## src/rtl/sfrc_pkg.sv

```systemverilog
`timescale 1ns / 1ps
// Shared types and constants of the SPI flash request chunker.
// No dependencies; used by the controller, the datapath and the top level.
package sfrc_pkg;

   localparam int ADDR_W    = 32;
   localparam int CSR_IDX_W = 2;

   // Request kinds
   localparam logic [1:0] KIND_READ    = 2'd0;
   localparam logic [1:0] KIND_PROGRAM = 2'd1;
   localparam logic [1:0] KIND_ERASE   = 2'd2;
   localparam logic [1:0] KIND_UNUSED  = 2'd3;

   // Result status codes
   localparam logic [1:0] ST_CMD   = 2'd0;
   localparam logic [1:0] ST_EMPTY = 2'd1;
   localparam logic [1:0] ST_OOB   = 2'd2;
   localparam logic [1:0] ST_TRUNC = 2'd3;

   // SPI command bytes
   localparam logic [7:0] OP_NONE       = 8'h00;
   localparam logic [7:0] OP_READ       = 8'h03;
   localparam logic [7:0] OP_PROGRAM    = 8'h02;
   localparam logic [7:0] OP_AAI_WORD   = 8'hAD;
   localparam logic [7:0] OP_CHIP_ERASE = 8'hC7;

   // Address byte counts
   localparam logic [2:0] ABYTES_NONE  = 3'd0;
   localparam logic [2:0] ABYTES_THREE = 3'd3;
   localparam logic [2:0] ABYTES_FOUR  = 3'd4;

   // Capacities above this need four address bytes
   localparam logic [ADDR_W-1:0] FOUR_BYTE_LIMIT = 32'h0100_0000;

   // Configuration register indexes
   localparam logic [CSR_IDX_W-1:0] CSR_CAPACITY        = 2'd0;
   localparam logic [CSR_IDX_W-1:0] CSR_WRITE_MODE      = 2'd1;
   localparam logic [CSR_IDX_W-1:0] CSR_ERASER_SIZES    = 2'd2;
   localparam logic [CSR_IDX_W-1:0] CSR_ERASER_COMMANDS = 2'd3;

   // Configuration reset values
   localparam logic [31:0] RST_CAPACITY        = 32'd16777216;
   localparam logic        RST_WRITE_MODE      = 1'b0;
   localparam logic [31:0] RST_ERASER_SIZES    = 32'd1052428;
   localparam logic [31:0] RST_ERASER_COMMANDS = 32'd14176800;

   typedef struct packed {
      logic [1:0]        kind;
      logic [ADDR_W-1:0] start_address;
      logic [31:0]       byte_count;
   } req_type;

   typedef struct packed {
      logic [1:0]        status;
      logic [7:0]        opcode;
      logic [ADDR_W-1:0] chunk_address;
      logic [2:0]        address_bytes;
      logic [31:0]       chunk_length;
      logic [31:0]       data_offset;
      logic              last;
   } rsp_type;

   typedef struct packed {
      logic [31:0] capacity;
      logic        write_mode;
      logic [31:0] eraser_sizes;
      logic [31:0] eraser_commands;
   } cfg_type;

   // Kind of result the datapath builds
   typedef enum logic [2:0] {
      STEP_SINGLE,
      STEP_PAGE,
      STEP_BYTE,
      STEP_WORD_FIRST,
      STEP_WORD_REST,
      STEP_ERASE
   } step_type;

   // Controller to datapath
   typedef struct packed {
      logic     capture;
      logic     mod_step;
      logic     sel_load;
      logic     emit;
      step_type step;
   } cmd_type;

   // Datapath to controller
   typedef struct packed {
      logic single;
      logic is_erase;
      logic page_mode;
      logic start_odd;
      logic rem_ge2;
      logic rem_eq2;
      logic rem_eq3;
      logic slot_free;
      logic mod_done;
      logic run_end;
   } stat_type;

endpackage

```

## src/rtl/spi_flash_request_chunker.sv

```systemverilog
`timescale 1ns / 1ps
// A read, chip erase, empty or out-of-bound request is captured, then its result goes
// into the output register when free. Page programs first find the page offset
// (serially if PAGE_BYTES is not a power of two), then one command per cycle while the
// output is not stalled, like AAI; erase alternates eraser choice and gap arithmetic.
// Up to MAX_RESULTS results per request; the next request is taken the cycle after the
// last one enters the output register. Synchronous reset restores settings and state.
module spi_flash_request_chunker #(
   parameter int MAX_RESULTS  = 64,
   parameter int PAGE_BYTES   = 256,
   parameter int ERASER_TYPES = 4
) (
   input  logic                            clock,
   input  logic                            reset,
   input  logic                            req_valid,
   output logic                            req_stall,
   input  sfrc_pkg::req_type               req_data,
   output logic                            rsp_valid,
   input  logic                            rsp_stall,
   output sfrc_pkg::rsp_type               rsp_data,
   input  logic                            csr_valid,
   output logic                            csr_ready,
   input  logic [sfrc_pkg::CSR_IDX_W-1:0]  csr_index,
   input  logic [31:0]                     csr_wdata
);
   import sfrc_pkg::*;

   logic [31:0] capacity_ff, capacity_in;
   logic        write_mode_ff, write_mode_in;
   logic [31:0] eraser_sizes_ff, eraser_sizes_in;
   logic [31:0] eraser_commands_ff, eraser_commands_in;

   cfg_type  cfg;
   cmd_type  cmd;
   stat_type stat;

   // Register writes are always taken
   assign csr_ready = 1'b1;

   always_comb begin
      capacity_in        = capacity_ff;
      write_mode_in      = write_mode_ff;
      eraser_sizes_in    = eraser_sizes_ff;
      eraser_commands_in = eraser_commands_ff;
      if (csr_valid) begin
         case (csr_index)
            CSR_CAPACITY:        capacity_in        = csr_wdata;
            CSR_WRITE_MODE:      write_mode_in      = csr_wdata[0];
            CSR_ERASER_SIZES:    eraser_sizes_in    = csr_wdata;
            CSR_ERASER_COMMANDS: eraser_commands_in = csr_wdata;
            default:             capacity_in        = capacity_ff;
         endcase
      end
   end

   always_ff @(posedge clock) begin
      if (reset) begin
         capacity_ff        <= RST_CAPACITY;
         write_mode_ff      <= RST_WRITE_MODE;
         eraser_sizes_ff    <= RST_ERASER_SIZES;
         eraser_commands_ff <= RST_ERASER_COMMANDS;
      end else begin
         capacity_ff        <= capacity_in;
         write_mode_ff      <= write_mode_in;
         eraser_sizes_ff    <= eraser_sizes_in;
         eraser_commands_ff <= eraser_commands_in;
      end
   end

   assign cfg.capacity        = capacity_ff;
   assign cfg.write_mode      = write_mode_ff;
   assign cfg.eraser_sizes    = eraser_sizes_ff;
   assign cfg.eraser_commands = eraser_commands_ff;

   sfrc_ctrl u_ctrl (
      .clock     (clock),
      .reset     (reset),
      .req_valid (req_valid),
      .req_stall (req_stall),
      .stat      (stat),
      .cmd       (cmd)
   );

   sfrc_dp #(
      .MAX_RESULTS  (MAX_RESULTS),
      .PAGE_BYTES   (PAGE_BYTES),
      .ERASER_TYPES (ERASER_TYPES)
   ) u_dp (
      .clock     (clock),
      .reset     (reset),
      .cfg       (cfg),
      .req_data  (req_data),
      .cmd       (cmd),
      .stat      (stat),
      .rsp_valid (rsp_valid),
      .rsp_stall (rsp_stall),
      .rsp_data  (rsp_data)
   );

endmodule

```

## src/rtl/sfrc_ctrl.sv

```systemverilog
`timescale 1ns / 1ps
// Sequencer of the SPI flash request chunker: classifies a request and walks
// the command phases. Depends on sfrc_pkg; drives sfrc_dp through cmd_type.
module sfrc_ctrl (
   input  logic              clock,
   input  logic              reset,
   input  logic              req_valid,
   output logic              req_stall,
   input  sfrc_pkg::stat_type stat,
   output sfrc_pkg::cmd_type  cmd
);
   import sfrc_pkg::*;

   typedef enum logic [3:0] {
      S_IDLE,
      S_CHECK,
      S_PAGE_MOD,
      S_PAGE,
      S_AAI_LEAD,
      S_AAI_FIRST,
      S_AAI_REST,
      S_AAI_TAIL,
      S_ERASE_SEL,
      S_ERASE_OUT
   } state_type;

   state_type state_ff, state_in;

   // New request only when no run is in flight
   assign req_stall = (state_ff != S_IDLE);

   // Next state and commands
   always_comb begin
      state_in     = state_ff;
      cmd.capture  = 1'b0;
      cmd.mod_step = 1'b0;
      cmd.sel_load = 1'b0;
      cmd.emit     = 1'b0;
      cmd.step     = STEP_SINGLE;
      case (state_ff)
         S_IDLE: begin
            if (req_valid) begin
               cmd.capture = 1'b1;
               state_in    = S_CHECK;
            end
         end
         S_CHECK: begin
            if (stat.single) begin
               if (stat.slot_free) begin
                  cmd.emit = 1'b1;
                  state_in = S_IDLE;
               end
            end else if (stat.is_erase) begin
               state_in = S_ERASE_SEL;
            end else if (stat.page_mode) begin
               state_in = S_PAGE_MOD;
            end else if (stat.start_odd) begin
               state_in = S_AAI_LEAD;
            end else if (stat.rem_ge2) begin
               state_in = S_AAI_FIRST;
            end else begin
               state_in = S_AAI_TAIL;
            end
         end
         S_PAGE_MOD: begin
            cmd.mod_step = 1'b1;
            if (stat.mod_done) state_in = S_PAGE;
         end
         S_PAGE: begin
            cmd.step = STEP_PAGE;
            if (stat.slot_free) begin
               cmd.emit = 1'b1;
               if (stat.run_end) state_in = S_IDLE;
            end
         end
         S_AAI_LEAD: begin
            cmd.step = STEP_BYTE;
            if (stat.slot_free) begin
               cmd.emit = 1'b1;
               if (stat.run_end)      state_in = S_IDLE;
               else if (stat.rem_eq2) state_in = S_AAI_TAIL;
               else                   state_in = S_AAI_FIRST;
            end
         end
         S_AAI_FIRST, S_AAI_REST: begin
            cmd.step = (state_ff == S_AAI_FIRST) ? STEP_WORD_FIRST : STEP_WORD_REST;
            if (stat.slot_free) begin
               cmd.emit = 1'b1;
               if (stat.run_end)      state_in = S_IDLE;
               else if (stat.rem_eq3) state_in = S_AAI_TAIL;
               else                   state_in = S_AAI_REST;
            end
         end
         S_AAI_TAIL: begin
            cmd.step = STEP_BYTE;
            if (stat.slot_free) begin
               cmd.emit = 1'b1;
               state_in = S_IDLE;
            end
         end
         S_ERASE_SEL: begin
            cmd.sel_load = 1'b1;
            state_in     = S_ERASE_OUT;
         end
         S_ERASE_OUT: begin
            cmd.step = STEP_ERASE;
            if (stat.slot_free) begin
               cmd.emit = 1'b1;
               state_in = stat.run_end ? S_IDLE : S_ERASE_SEL;
            end
         end
         default: state_in = S_IDLE;
      endcase
   end

   always_ff @(posedge clock) begin
      if (reset) begin
         state_ff <= S_IDLE;
      end else begin
         state_ff <= state_in;
      end
   end

endmodule

```

## src/rtl/sfrc_dp.sv

```systemverilog
`timescale 1ns / 1ps
// Datapath of the SPI flash request chunker: run registers, chunk arithmetic,
// eraser choice and the result register. Depends on sfrc_pkg.
module sfrc_dp #(
   parameter int MAX_RESULTS  = 64,
   parameter int PAGE_BYTES   = 256,
   parameter int ERASER_TYPES = 4
) (
   input  logic               clock,
   input  logic               reset,
   input  sfrc_pkg::cfg_type  cfg,
   input  sfrc_pkg::req_type  req_data,
   input  sfrc_pkg::cmd_type  cmd,
   output sfrc_pkg::stat_type stat,
   output logic               rsp_valid,
   input  logic               rsp_stall,
   output sfrc_pkg::rsp_type  rsp_data
);
   import sfrc_pkg::*;

   localparam int CNT_W     = $clog2(MAX_RESULTS);
   localparam logic [CNT_W-1:0] LIMIT = CNT_W'(MAX_RESULTS - 1);
   localparam int PW        = $clog2(PAGE_BYTES + 1);
   localparam bit PAGE_POW2 = ((PAGE_BYTES & (PAGE_BYTES - 1)) == 0);
   localparam int MOD_CNT_W = $clog2(ADDR_W) + 1;
   localparam int BIT_W     = MOD_CNT_W - 1;

   // Run registers
   logic [1:0]           kind_ff, kind_in;
   logic [ADDR_W-1:0]    cur_ff, cur_in;
   logic [31:0]          rem_ff, rem_in;
   logic [31:0]          off_ff, off_in;
   logic [CNT_W-1:0]     cnt_ff, cnt_in;
   logic [PW-1:0]        pos_ff, pos_in;
   logic [MOD_CNT_W-1:0] mcnt_ff, mcnt_in;
   logic [4:0]           lg_ff, lg_in;
   logic [7:0]           eop_ff, eop_in;
   logic                 rsp_valid_ff, rsp_valid_in;
   rsp_type              rsp_ff, rsp_in;

   // Request classification
   logic [2:0]  abytes;
   logic [32:0] end_sum;
   logic        oob, chip, any_eraser, empty, is_read, single;

   assign abytes  = (cfg.capacity > FOUR_BYTE_LIMIT) ? ABYTES_FOUR : ABYTES_THREE;
   assign end_sum = {1'b0, cur_ff} + {1'b0, rem_ff};
   assign oob     = end_sum > {1'b0, cfg.capacity};
   assign chip    = (kind_ff == KIND_ERASE) && (cur_ff == '0) && (rem_ff == cfg.capacity);
   assign empty   = (rem_ff == '0) || (kind_ff == KIND_UNUSED) ||
                    ((kind_ff == KIND_ERASE) && !chip && !any_eraser);
   assign is_read = (kind_ff == KIND_READ);
   assign single  = oob || empty || is_read || chip;

   // Eraser choice: present one in the lowest slot, or the aligned one that fits in the highest slot
   logic [4:0]  small_lg, fit_lg, sel_lg;
   logic [7:0]  small_op, fit_op, sel_op;
   logic        fit_any, small_aligned;

   always_comb begin
      logic [7:0]  lg_byte;
      logic [31:0] lmask;
      any_eraser = 1'b0;
      small_lg   = '0;
      small_op   = '0;
      fit_any    = 1'b0;
      fit_lg     = '0;
      fit_op     = '0;
      for (int i = ERASER_TYPES - 1; i >= 0; i--) begin
         lg_byte = cfg.eraser_sizes[8*i +: 8];
         if (lg_byte != 8'd0 && lg_byte < 8'd32) begin
            any_eraser = 1'b1;
            small_lg   = lg_byte[4:0];
            small_op   = cfg.eraser_commands[8*i +: 8];
         end
      end
      for (int i = 0; i < ERASER_TYPES; i++) begin
         lg_byte = cfg.eraser_sizes[8*i +: 8];
         lmask   = (32'd1 << lg_byte[4:0]) - 32'd1;
         if (lg_byte != 8'd0 && lg_byte < 8'd32 && (rem_ff >> lg_byte[4:0]) != '0 &&
             (cur_ff & lmask) == '0) begin
            fit_any = 1'b1;
            fit_lg  = lg_byte[4:0];
            fit_op  = cfg.eraser_commands[8*i +: 8];
         end
      end
   end

   assign small_aligned = (cur_ff & ((32'd1 << small_lg) - 32'd1)) == '0;
   assign sel_lg        = (small_aligned && fit_any) ? fit_lg : small_lg;
   assign sel_op        = (small_aligned && fit_any) ? fit_op : small_op;

   // Erase chunk: gap to the next boundary of the chosen block
   logic [31:0] e_size, e_gap;
   logic        e_done;

   assign e_size = 32'd1 << lg_ff;
   assign e_gap  = e_size - (cur_ff & (e_size - 32'd1));
   assign e_done = rem_ff <= e_gap;

   // Page chunk: bytes left in the current page
   logic [PW-1:0] room, pos_sum;
   logic [31:0]   room32, p_len;
   logic          p_done;

   assign room    = PW'(PAGE_BYTES) - pos_ff;
   assign room32  = 32'(room);
   assign p_len   = (rem_ff < room32) ? rem_ff : room32;
   assign p_done  = rem_ff <= room32;
   assign pos_sum = pos_ff + p_len[PW-1:0];

   // Serial remainder of the start address by the page size
   logic [BIT_W-1:0] bidx;
   logic [PW:0]      twice;
   logic             mod_done;

   assign bidx     = BIT_W'(ADDR_W - 1) - mcnt_ff[BIT_W-1:0];
   assign twice    = {pos_ff, cur_ff[bidx]};
   assign mod_done = PAGE_POW2 || mcnt_ff[MOD_CNT_W-1];

   // Step length and end of run
   logic rem_eq1, step_done, at_limit, trunc, slot_free;
   logic [31:0] step_len;

   assign rem_eq1 = (rem_ff == 32'd1);

   always_comb begin
      case (cmd.step)
         STEP_PAGE: begin
            step_done = p_done;
            step_len  = p_len;
         end
         STEP_BYTE: begin
            step_done = rem_eq1;
            step_len  = 32'd1;
         end
         STEP_WORD_FIRST, STEP_WORD_REST: begin
            step_done = stat.rem_eq2;
            step_len  = 32'd2;
         end
         STEP_ERASE: begin
            step_done = e_done;
            step_len  = e_gap;
         end
         default: begin
            step_done = 1'b1;
            step_len  = '0;
         end
      endcase
   end

   assign at_limit  = (cnt_ff == LIMIT);
   assign trunc     = at_limit && !step_done;
   assign slot_free = !rsp_valid_ff || !rsp_stall;

   // Result payload
   always_comb begin
      rsp_in.status        = ST_CMD;
      rsp_in.opcode        = OP_NONE;
      rsp_in.chunk_address = cur_ff;
      rsp_in.address_bytes = abytes;
      rsp_in.chunk_length  = rem_ff;
      rsp_in.data_offset   = off_ff;
      rsp_in.last          = step_done;
      case (cmd.step)
         STEP_SINGLE: begin
            rsp_in.data_offset   = '0;
            rsp_in.last          = 1'b1;
            rsp_in.address_bytes = ABYTES_NONE;
            if (oob) begin
               rsp_in.status = ST_OOB;
            end else if (empty) begin
               rsp_in.status = ST_EMPTY;
            end else if (is_read) begin
               rsp_in.opcode        = OP_READ;
               rsp_in.address_bytes = abytes;
            end else begin
               rsp_in.opcode        = OP_CHIP_ERASE;
               rsp_in.chunk_address = '0;
            end
         end
         STEP_PAGE: begin
            rsp_in.opcode       = OP_PROGRAM;
            rsp_in.chunk_length = p_len;
         end
         STEP_BYTE: begin
            rsp_in.opcode       = OP_PROGRAM;
            rsp_in.chunk_length = 32'd1;
         end
         STEP_WORD_FIRST: begin
            rsp_in.opcode       = OP_AAI_WORD;
            rsp_in.chunk_length = 32'd2;
         end
         STEP_WORD_REST: begin
            rsp_in.opcode        = OP_AAI_WORD;
            rsp_in.chunk_length  = 32'd2;
            rsp_in.chunk_address = '0;
            rsp_in.address_bytes = ABYTES_NONE;
         end
         STEP_ERASE: begin
            rsp_in.opcode       = eop_ff;
            rsp_in.chunk_length = e_size;
         end
         default: rsp_in.opcode = OP_NONE;
      endcase
      // Run cut short: report what is left
      if (cmd.step != STEP_SINGLE && trunc) begin
         rsp_in.status        = ST_TRUNC;
         rsp_in.opcode        = OP_NONE;
         rsp_in.chunk_address = cur_ff;
         rsp_in.address_bytes = ABYTES_NONE;
         rsp_in.chunk_length  = rem_ff;
         rsp_in.data_offset   = off_ff;
         rsp_in.last          = 1'b1;
      end
   end

   // Register next values
   always_comb begin
      kind_in = kind_ff;
      cur_in  = cur_ff;
      rem_in  = rem_ff;
      off_in  = off_ff;
      cnt_in  = cnt_ff;
      pos_in  = pos_ff;
      mcnt_in = mcnt_ff;
      lg_in   = lg_ff;
      eop_in  = eop_ff;
      if (cmd.capture) begin
         kind_in = req_data.kind;
         cur_in  = req_data.start_address;
         rem_in  = req_data.byte_count;
         off_in  = '0;
         cnt_in  = '0;
         mcnt_in = '0;
         pos_in  = PAGE_POW2 ?
                   PW'(req_data.start_address & ADDR_W'(PAGE_BYTES - 1)) : '0;
      end
      if (cmd.mod_step && !mod_done) begin
         pos_in  = (twice >= (PW+1)'(PAGE_BYTES)) ?
                   PW'(twice - (PW+1)'(PAGE_BYTES)) : PW'(twice);
         mcnt_in = mcnt_ff + MOD_CNT_W'(1);
      end
      if (cmd.sel_load) begin
         lg_in  = sel_lg;
         eop_in = sel_op;
      end
      if (cmd.emit && cmd.step != STEP_SINGLE) begin
         cnt_in = cnt_ff + CNT_W'(1);
         cur_in = cur_ff + step_len;
         rem_in = rem_ff - step_len;
         off_in = off_ff + step_len;
         if (cmd.step == STEP_PAGE) begin
            pos_in = (pos_sum == PW'(PAGE_BYTES)) ? '0 : pos_sum;
         end
      end
   end

   // Output register: refilled as soon as the held transfer goes out
   assign rsp_valid_in = cmd.emit ? 1'b1 : (rsp_stall ? rsp_valid_ff : 1'b0);

   always_ff @(posedge clock) begin
      if (reset) begin
         rsp_valid_ff <= 1'b0;
      end else begin
         rsp_valid_ff <= rsp_valid_in;
      end
   end

   always_ff @(posedge clock) begin
      kind_ff <= kind_in;
      cur_ff  <= cur_in;
      rem_ff  <= rem_in;
      off_ff  <= off_in;
      cnt_ff  <= cnt_in;
      pos_ff  <= pos_in;
      mcnt_ff <= mcnt_in;
      lg_ff   <= lg_in;
      eop_ff  <= eop_in;
      if (cmd.emit) rsp_ff <= rsp_in;
   end

   assign rsp_valid = rsp_valid_ff;
   assign rsp_data  = rsp_ff;

   // Status to the sequencer
   assign stat.single    = single;
   assign stat.is_erase  = (kind_ff == KIND_ERASE);
   assign stat.page_mode = !cfg.write_mode;
   assign stat.start_odd = cur_ff[0];
   assign stat.rem_ge2   = (rem_ff > 32'd1);
   assign stat.rem_eq2   = (rem_ff == 32'd2);
   assign stat.rem_eq3   = (rem_ff == 32'd3);
   assign stat.slot_free = slot_free;
   assign stat.mod_done  = mod_done;
   assign stat.run_end   = step_done || at_limit;

endmodule

```

## config.mk

```make
export PLATFORM = sky130hd
export DESIGN_NAME = spi_flash_request_chunker
export DESIGN_NICKNAME = d
export VERILOG_FILES = /design/src/rtl/sfrc_pkg.sv /design/src/rtl/spi_flash_request_chunker.sv /design/src/rtl/sfrc_ctrl.sv /design/src/rtl/sfrc_dp.sv
export SDC_FILE = /design/constraint.sdc
export NUM_CORES = 2
export LEC_CHECK = 0
export BUFFER_PORTS_ARGS = -buffer_cell sky130_fd_sc_hd__buf_2
export CELL_PAD_IN_SITES_DETAIL_PLACEMENT = 1
export CELL_PAD_IN_SITES_GLOBAL_PLACEMENT = 2
export CORE_MARGIN = 5
export CORE_UTILIZATION = 38
export CTS_CLUSTER_SIZE = 20
export DETAILED_ROUTE_END_ITERATION = 10
export HOLD_SLACK_MARGIN = 0.12
export PLACE_DENSITY_LB_ADDON = 0.08
export SLEW_MARGIN = 15
export SYNTH_ARGS = -nofsm -noshare
export SYNTH_HDL_FRONTEND = slang
export SYNTH_SLANG_ARGS = --single-unit
```

## constraint.sdc

```tcl
create_clock -name clock -period 12.2 [get_ports clock]
set_input_delay 1.22 -clock clock [delete_from_list [all_inputs] [get_ports clock]]
set_output_delay 1.22 -clock clock [all_outputs]
set_load 0.01 [all_outputs]
```

======== Yosys cells after proc, flatten, opt, wreduce, memory -nomap -nowiden ========
Index checks and enable logic that the tools add are counted.
cells by class
  add/sub/neg operators ................... 14
  $lt $le $gt $ge ......................... 10
  eq/ne operators ......................... 32
  shift operators ......................... 10
  multiplexer cells ....................... 83
  bitwise logic cells ..................... 6
  reductions and logical operators ........ 65
operator list
  kind                                                                    number
  32-bit 2-to-1 mux                                                       8
  32-bit case mux with 4 select lines                                     2
  32-bit logical NOT                                                      7
  32-bit AND                                                              6
  1-bit by 5-bit left shift with 32-bit output, first input constant      6
  32-bit by 1-bit subtractor with 32-bit output, second input constant    6
  32-bit nonzero test                                                     4
  32-bit by 5-bit right shift with 32-bit output                          4
  100-bit 2-to-1 mux                                                      1
  43-bit 2-to-1 mux                                                       2
  8-bit 2-to-1 mux                                                        10
  35-bit case mux with 2 select lines                                     1
  32-bit adder                                                            2
  32-bit by 2-bit equality test with 1-bit output, second input constant  2
  32-bit subtractor                                                       2
  5-bit 2-to-1 mux                                                        9
  4-bit 2-to-1 mux                                                        11
  9-bit 2-to-1 mux                                                        4
  4-bit case mux with 9 select lines                                      1
  32-bit by 32-bit adder with 33-bit output                               1
  33-bit by 32-bit > comparator with 1-bit output                         1
  33-bit 2-to-1 mux                                                       1
  32-bit by 1-bit equality test with 1-bit output, second input constant  1
  32-bit equality test                                                    1
  44 further kinds                                                        127
storage, ports and cells
  flip-flop bits (word level) ............. 338
  bits of input ports ..................... 105
  word-level logic and storage cells ...... 241

======== Depth between registers and ports, before layout ========
  word-level depth ........................ 16
  mapped depth ............................ 36
  mapped depth without buffers ............ 30

======== Modules after synthesis ========
Synthesis repeated with hierarchy kept, for this count alone.
second synthesis, totals
  cells, all modules ...................... 3,873
  area total of the unflattened synthesis .. 31,627.8 sq um
by module, submodules not included
  module                     times used  cells each  area each (sq um)
  sfrc_dp                    1           3,426       27,123.5
  spi_flash_request_chunker  1           374         3,993.8
  sfrc_ctrl                  1           73          510.5

======== Least setup slack after synthesis ========
OpenSTA, ideal clock, no wires.
  path kind ............................... flip-flop to flip-flop
  from .................................... reg u_dp.cur_ff[0]
  to ...................................... reg u_dp.rsp_ff (netlist bit u_dp.rsp_data[0]), enable pin
  library setup time ...................... 0.578 ns
  data arrival time ....................... 9.029 ns
  required time ........................... 11.622 ns
  slack ................................... 2.593 ns
  cell stages (with the launch flop) ...... 25
  buffers on the path ..................... 0
  period minus slack after synthesis ...... 9.607 ns
  path through ............................ edfxtp_1 ha_1 fa_1 a21o_1 a21oi_1 o21bai_1 a21oi_1 o211ai_1 a41oi_1 o21ai_0 a21oi_1 o21ai_0 mux2i_1 a221oi_1 ha_1 nand2_1 nor4_1 a31oi_1 nor2_1 a31oi_1 nor2_1 o21a_1 o211ai_1 a21oi_1 nor2_1
RTL lines
  element                   RTL line        RTL
  start: declaration        sfrc_dp.sv:30   logic [ADDR_W-1:0] cur_ff, cur_in;
  start signal: assignment  sfrc_dp.sv:272  cur_ff <= cur_in;
  end signal: assignment    sfrc_dp.sv:280  if (cmd.emit) rsp_ff <= rsp_in;
  end: declaration          sfrc_dp.sv:39   rsp_type rsp_ff, rsp_in;

==> run_results.csv <==
group,metric,value,unit
synthesis,yosysMostFrequentCell,"nand2_1",
synthesis,ys_top_cells_by_area,"edfxtp_1, ha_1, dfxtp_1, nand2_1, a21oi_1",
layout,syn2layout_area_growth,12.1,%
routing,via_count,32100,
synthesis,synth.top_cells.by_count,"nand2_1, a21oi_1, nor2_1",
cts,max-clock-path-buffers,3,
power_and_ir_drop,p_leak,14.0,nW
synthesis,avgSynthCellArea,7.95,sq um
cts,postCtsHoldBufs,0,
routing,dr.pass1.iters,5,
setup_path,reg2regPathDepth,30,
synthesis,synth.ff_latch_count,337,
synthesis,synthCells,3964,
routing,wl_met1,62200,microns
place,gp_congestion,1.00,
setup_path,crit_top_cell,"a21oi_1",
setup_path,cp-start-kind,"register",
setup_path,worstPathRequired,12.52,ns
routing,vias_per_cell,6.20,
layout,final_cells,5176,
die,dieArea,0.0888,sq mm
grt,grt_max_degree,99,
setup_path,path_max_fanout,64,
sta,finalSetupViolCount,0,
sta,fin_skew,0.0237,ns
place,place_area,0.0337,sq mm
worst_hold_path,holdCritStartpoint,"eraser_sizes_ff[29]$_SDFFE_PP0P_",
grt,grt_pass1_vias,31900,
setup_path,crit_slowest_cell,"edfxtp_1",
die,initial_core_util,38.3,%
worst_hold_path,hold-path-endpoint,"eraser_sizes_ff[29]$_SDFFE_PP0P_",
routing,post_drt_wl_per_cell,28.0,microns
sta,slew_viol_final,0,
setup_path,arrival,8.85,ns
cts,cts_root_buf,"clkbuf_16",
synthesis,synth_area,0.0315,sq mm
routing,drt_iter0_drc,2826,
setup_path,crit_type,"register to register",
sta,worstMarginPinSlew,1.18,ns
place,pre_cts_ws,3.83,ns
synthesis,ys_seq_area_share,28.6,%
cts,cts.sinks,337,
routing,met2WireLength,65800,microns
setup_path,reg2reg_to,"u_dp.rsp_data[39]$_DFFE_PP_",
layout,nFillCells,9961,
cts,numCtsBuffers,44,
synthesis,synth_top_area_share,21.5,%
cts,path_clk_slew,0.07,ns
synthesis,synthArstFlopShare,0,%
routing,post-route-drc-count,0,
die,dieWidth,298,microns
synthesis,synth_fp_nets,4297,
synthesis,synth-edff-count,226,
setup_path,slowest_delay,0.72,ns
layout,multi_input_area,0.0208,sq mm
grt,grt_util_all_layers,31.0,%
cts,cts_tree,"yes",
sta,finalSetupTns,0,ns
layout,design_area,0.0353,sq mm
synthesis,synth_area_leader_cell,"edfxtp_1",
setup_path,end_kind,"register",
setup_path,worstReg2RegStart,"u_dp.lg_ff[3]$_DFFE_PN_",
grt,grt_pass1_wl,212000,microns
synthesis,synth_cell_type_count,112,
place,io_buffers,216,
power_and_ir_drop,power.density,139,mW/mm^2
worst_hold_path,hold_depth,2,
die,die_h,298,microns
sta,rsz0062_at_grt,"no",
sta,fin_crit_sh,69.9,%
layout,drive_above_1_share,13.1,%
die,rows,105,
flow_run,drv_cap,0,
cts,h-tree-depth,2,
grt,antenna_found_initial,13,
sta,fmax,117,MHz
synthesis,yosys_most_used_dff,"edfxtp_1",
sta,slew_headroom,20.8,%
cts,post_cts_resized,0,
routing,ant_nets,0,
setup_path,rrSetupSlack,3.67,ns
routing,route.met3.wl,9570,microns
place,dp_hpwl,105000,microns
place,dpl.cell_count,5091,
worst_hold_path,holdCritPathClass,"register to register",
layout,fin_util,43.0,%
cts,worstSkewPairLatency,0.60,ns
routing,wl,145000,microns
sta,hold_viol_final,0,
setup_path,crit_start,"u_dp.lg_ff[3]$_DFFE_PN_",
grt,gr-total-overflow,0,
sta,fin_ws,3.67,ns
die,core,0.0822,sq mm
status,status,"finished clean",
power_and_ir_drop,ir_drop,0.106,mV
layout,fin_nets,4400,
sta,fin_crit,8.53,ns
routing,top_layer,"met5",
synthesis,yosysWarnings,0,
layout,seq_area,0.00901,sq mm
cts,postCtsSetupBuffers,0,
die,io_pins,218,
==> where the power goes <==
group          internal [mW]  total, mW  switching [mW]
clock network          0.885       1.46           0.574
registers               1.43       1.54           0.108
logic                  0.670       1.90            1.23
total                   2.98       4.90            1.91
==> cells by family (layout without fill, tap and decap cells) <==
group | Yosys count | count (layout) | share of synthesized area, %
other | 1 | 4 | 0.0119
AOI/OAI and AO/OA | 1214 | 1214 | 25.5
muxes | 85 | 85 | 3.26
adders and majority gates | 229 | 229 | 9.20
buffers and inverters | 436 | 575 | 5.54
xor gates and xnor gates | 187 | 187 | 5.20
DFF | 337 | 337 | 28.6
and+or+nand+nor | 1475 | 1475 | 22.7
==> through the flow <==
step	power, mW	hold slack, ns
finish	4.90	0.455
global route	5.15	0.481
CTS	4.91	0.456
detailed placement	3.43	0.447
global placement	3.42	0.444
floorplan	2.74	0.431
==> critical path, delay by kind of cell, from the launching register on <==
kind	cells	cell delay (ns)
AO/OA/AOI/OAI	18	4.06
AND/OR/NAND/NOR	7	1.77
adder cells (fa/ha/maj)	3	1.18
flip-flops	1	0.72
buffers and inverters	1	0.34
XOR/XNOR	1	0.17
==> worst max-delay path by stage <==
stage | endpoint | slack [ns] | cells past startpoint
floorplan | u_dp.rsp_data[0]$_SDFFCE_PP1P_ | 2.59 | 24
global placement | u_dp.rsp_data[34]$_DFFE_PP_ | 4.03 | 30
detailed placement | u_dp.rsp_data[34]$_DFFE_PP_ | 3.83 | 30
CTS | u_dp.rsp_data[34]$_DFFE_PP_ | 3.83 | 30
global route | u_dp.off_ff[31]$_SDFFCE_PN0P_ | 3.17 | 28
finish | u_dp.rsp_data[39]$_DFFE_PP_ | 3.67 | 30
==> registers in the layout, summed over array words and instances, names as in the netlist, 2 cells and up <==
| signal | flops |
|---|---|
| eraser_commands_ff | 32 |
| u_dp.lg_ff | 5 |
| u_dp.rsp_data | 109 |
| u_dp.cur_ff | 32 |
| u_dp.kind_ff | 2 |
| u_dp.rem_ff | 32 |
| u_dp.pos_ff | 9 |
| u_ctrl.state_ff | 4 |
| u_dp.eop_ff | 8 |
| u_dp.off_ff | 32 |
| u_dp.cnt_ff | 6 |
| eraser_sizes_ff | 32 |
| capacity_ff | 32 |
==> layout make-up <==
class	count	area share (%)
multi-input cells	3191	59.0
flip-flops and latches	337	25.5
repair buffers	332	5.52
well taps	1070	3.79
clock buffers	53	3.44
inverters	161	1.71
clock inverters	29	1.05
diodes	3	0.0212
==> cell usage in the layout, fill, tap and decap left out, drive strengths merged, types with 17 or more instances in the layout <==
| master | count |
|---|---|
| edfxtp | 226 |
| nor3b | 19 |
| o21a | 35 |
| buf | 332 |
| a221oi | 22 |
| o21bai | 27 |
| nand3b | 20 |
| nor2 | 279 |
| a21boi | 18 |
| a21o | 82 |
| a21oi | 352 |
| xor2 | 76 |
| ha | 223 |
| xnor2 | 111 |
| nand4 | 45 |
| nor3 | 129 |
| or3 | 27 |
| a22oi | 18 |
| inv | 164 |
| o211ai | 36 |
| and3 | 31 |
| dfxtp | 111 |
| a31oi | 48 |
| o2111ai | 17 |
| nand2 | 531 |
| clkbuf | 53 |
| or2 | 44 |
| o22ai | 19 |
| nand2b | 48 |
| and2 | 91 |
| nor2b | 48 |
| o21ai | 255 |
| nor4 | 49 |
| a2111oi | 27 |
| mux2i | 61 |
| nand3 | 73 |
| o31ai | 55 |
| a211oi | 42 |
==> per-layer routing <==
metal  vias to the layer above  GRT usage [%]
met1                     15800           41.1
met4                         6           13.1
met3                       331           4.35
li1                      14800              -
met2                      1160           51.0
met5                         -              0
(Power assumes the default switching activity.)
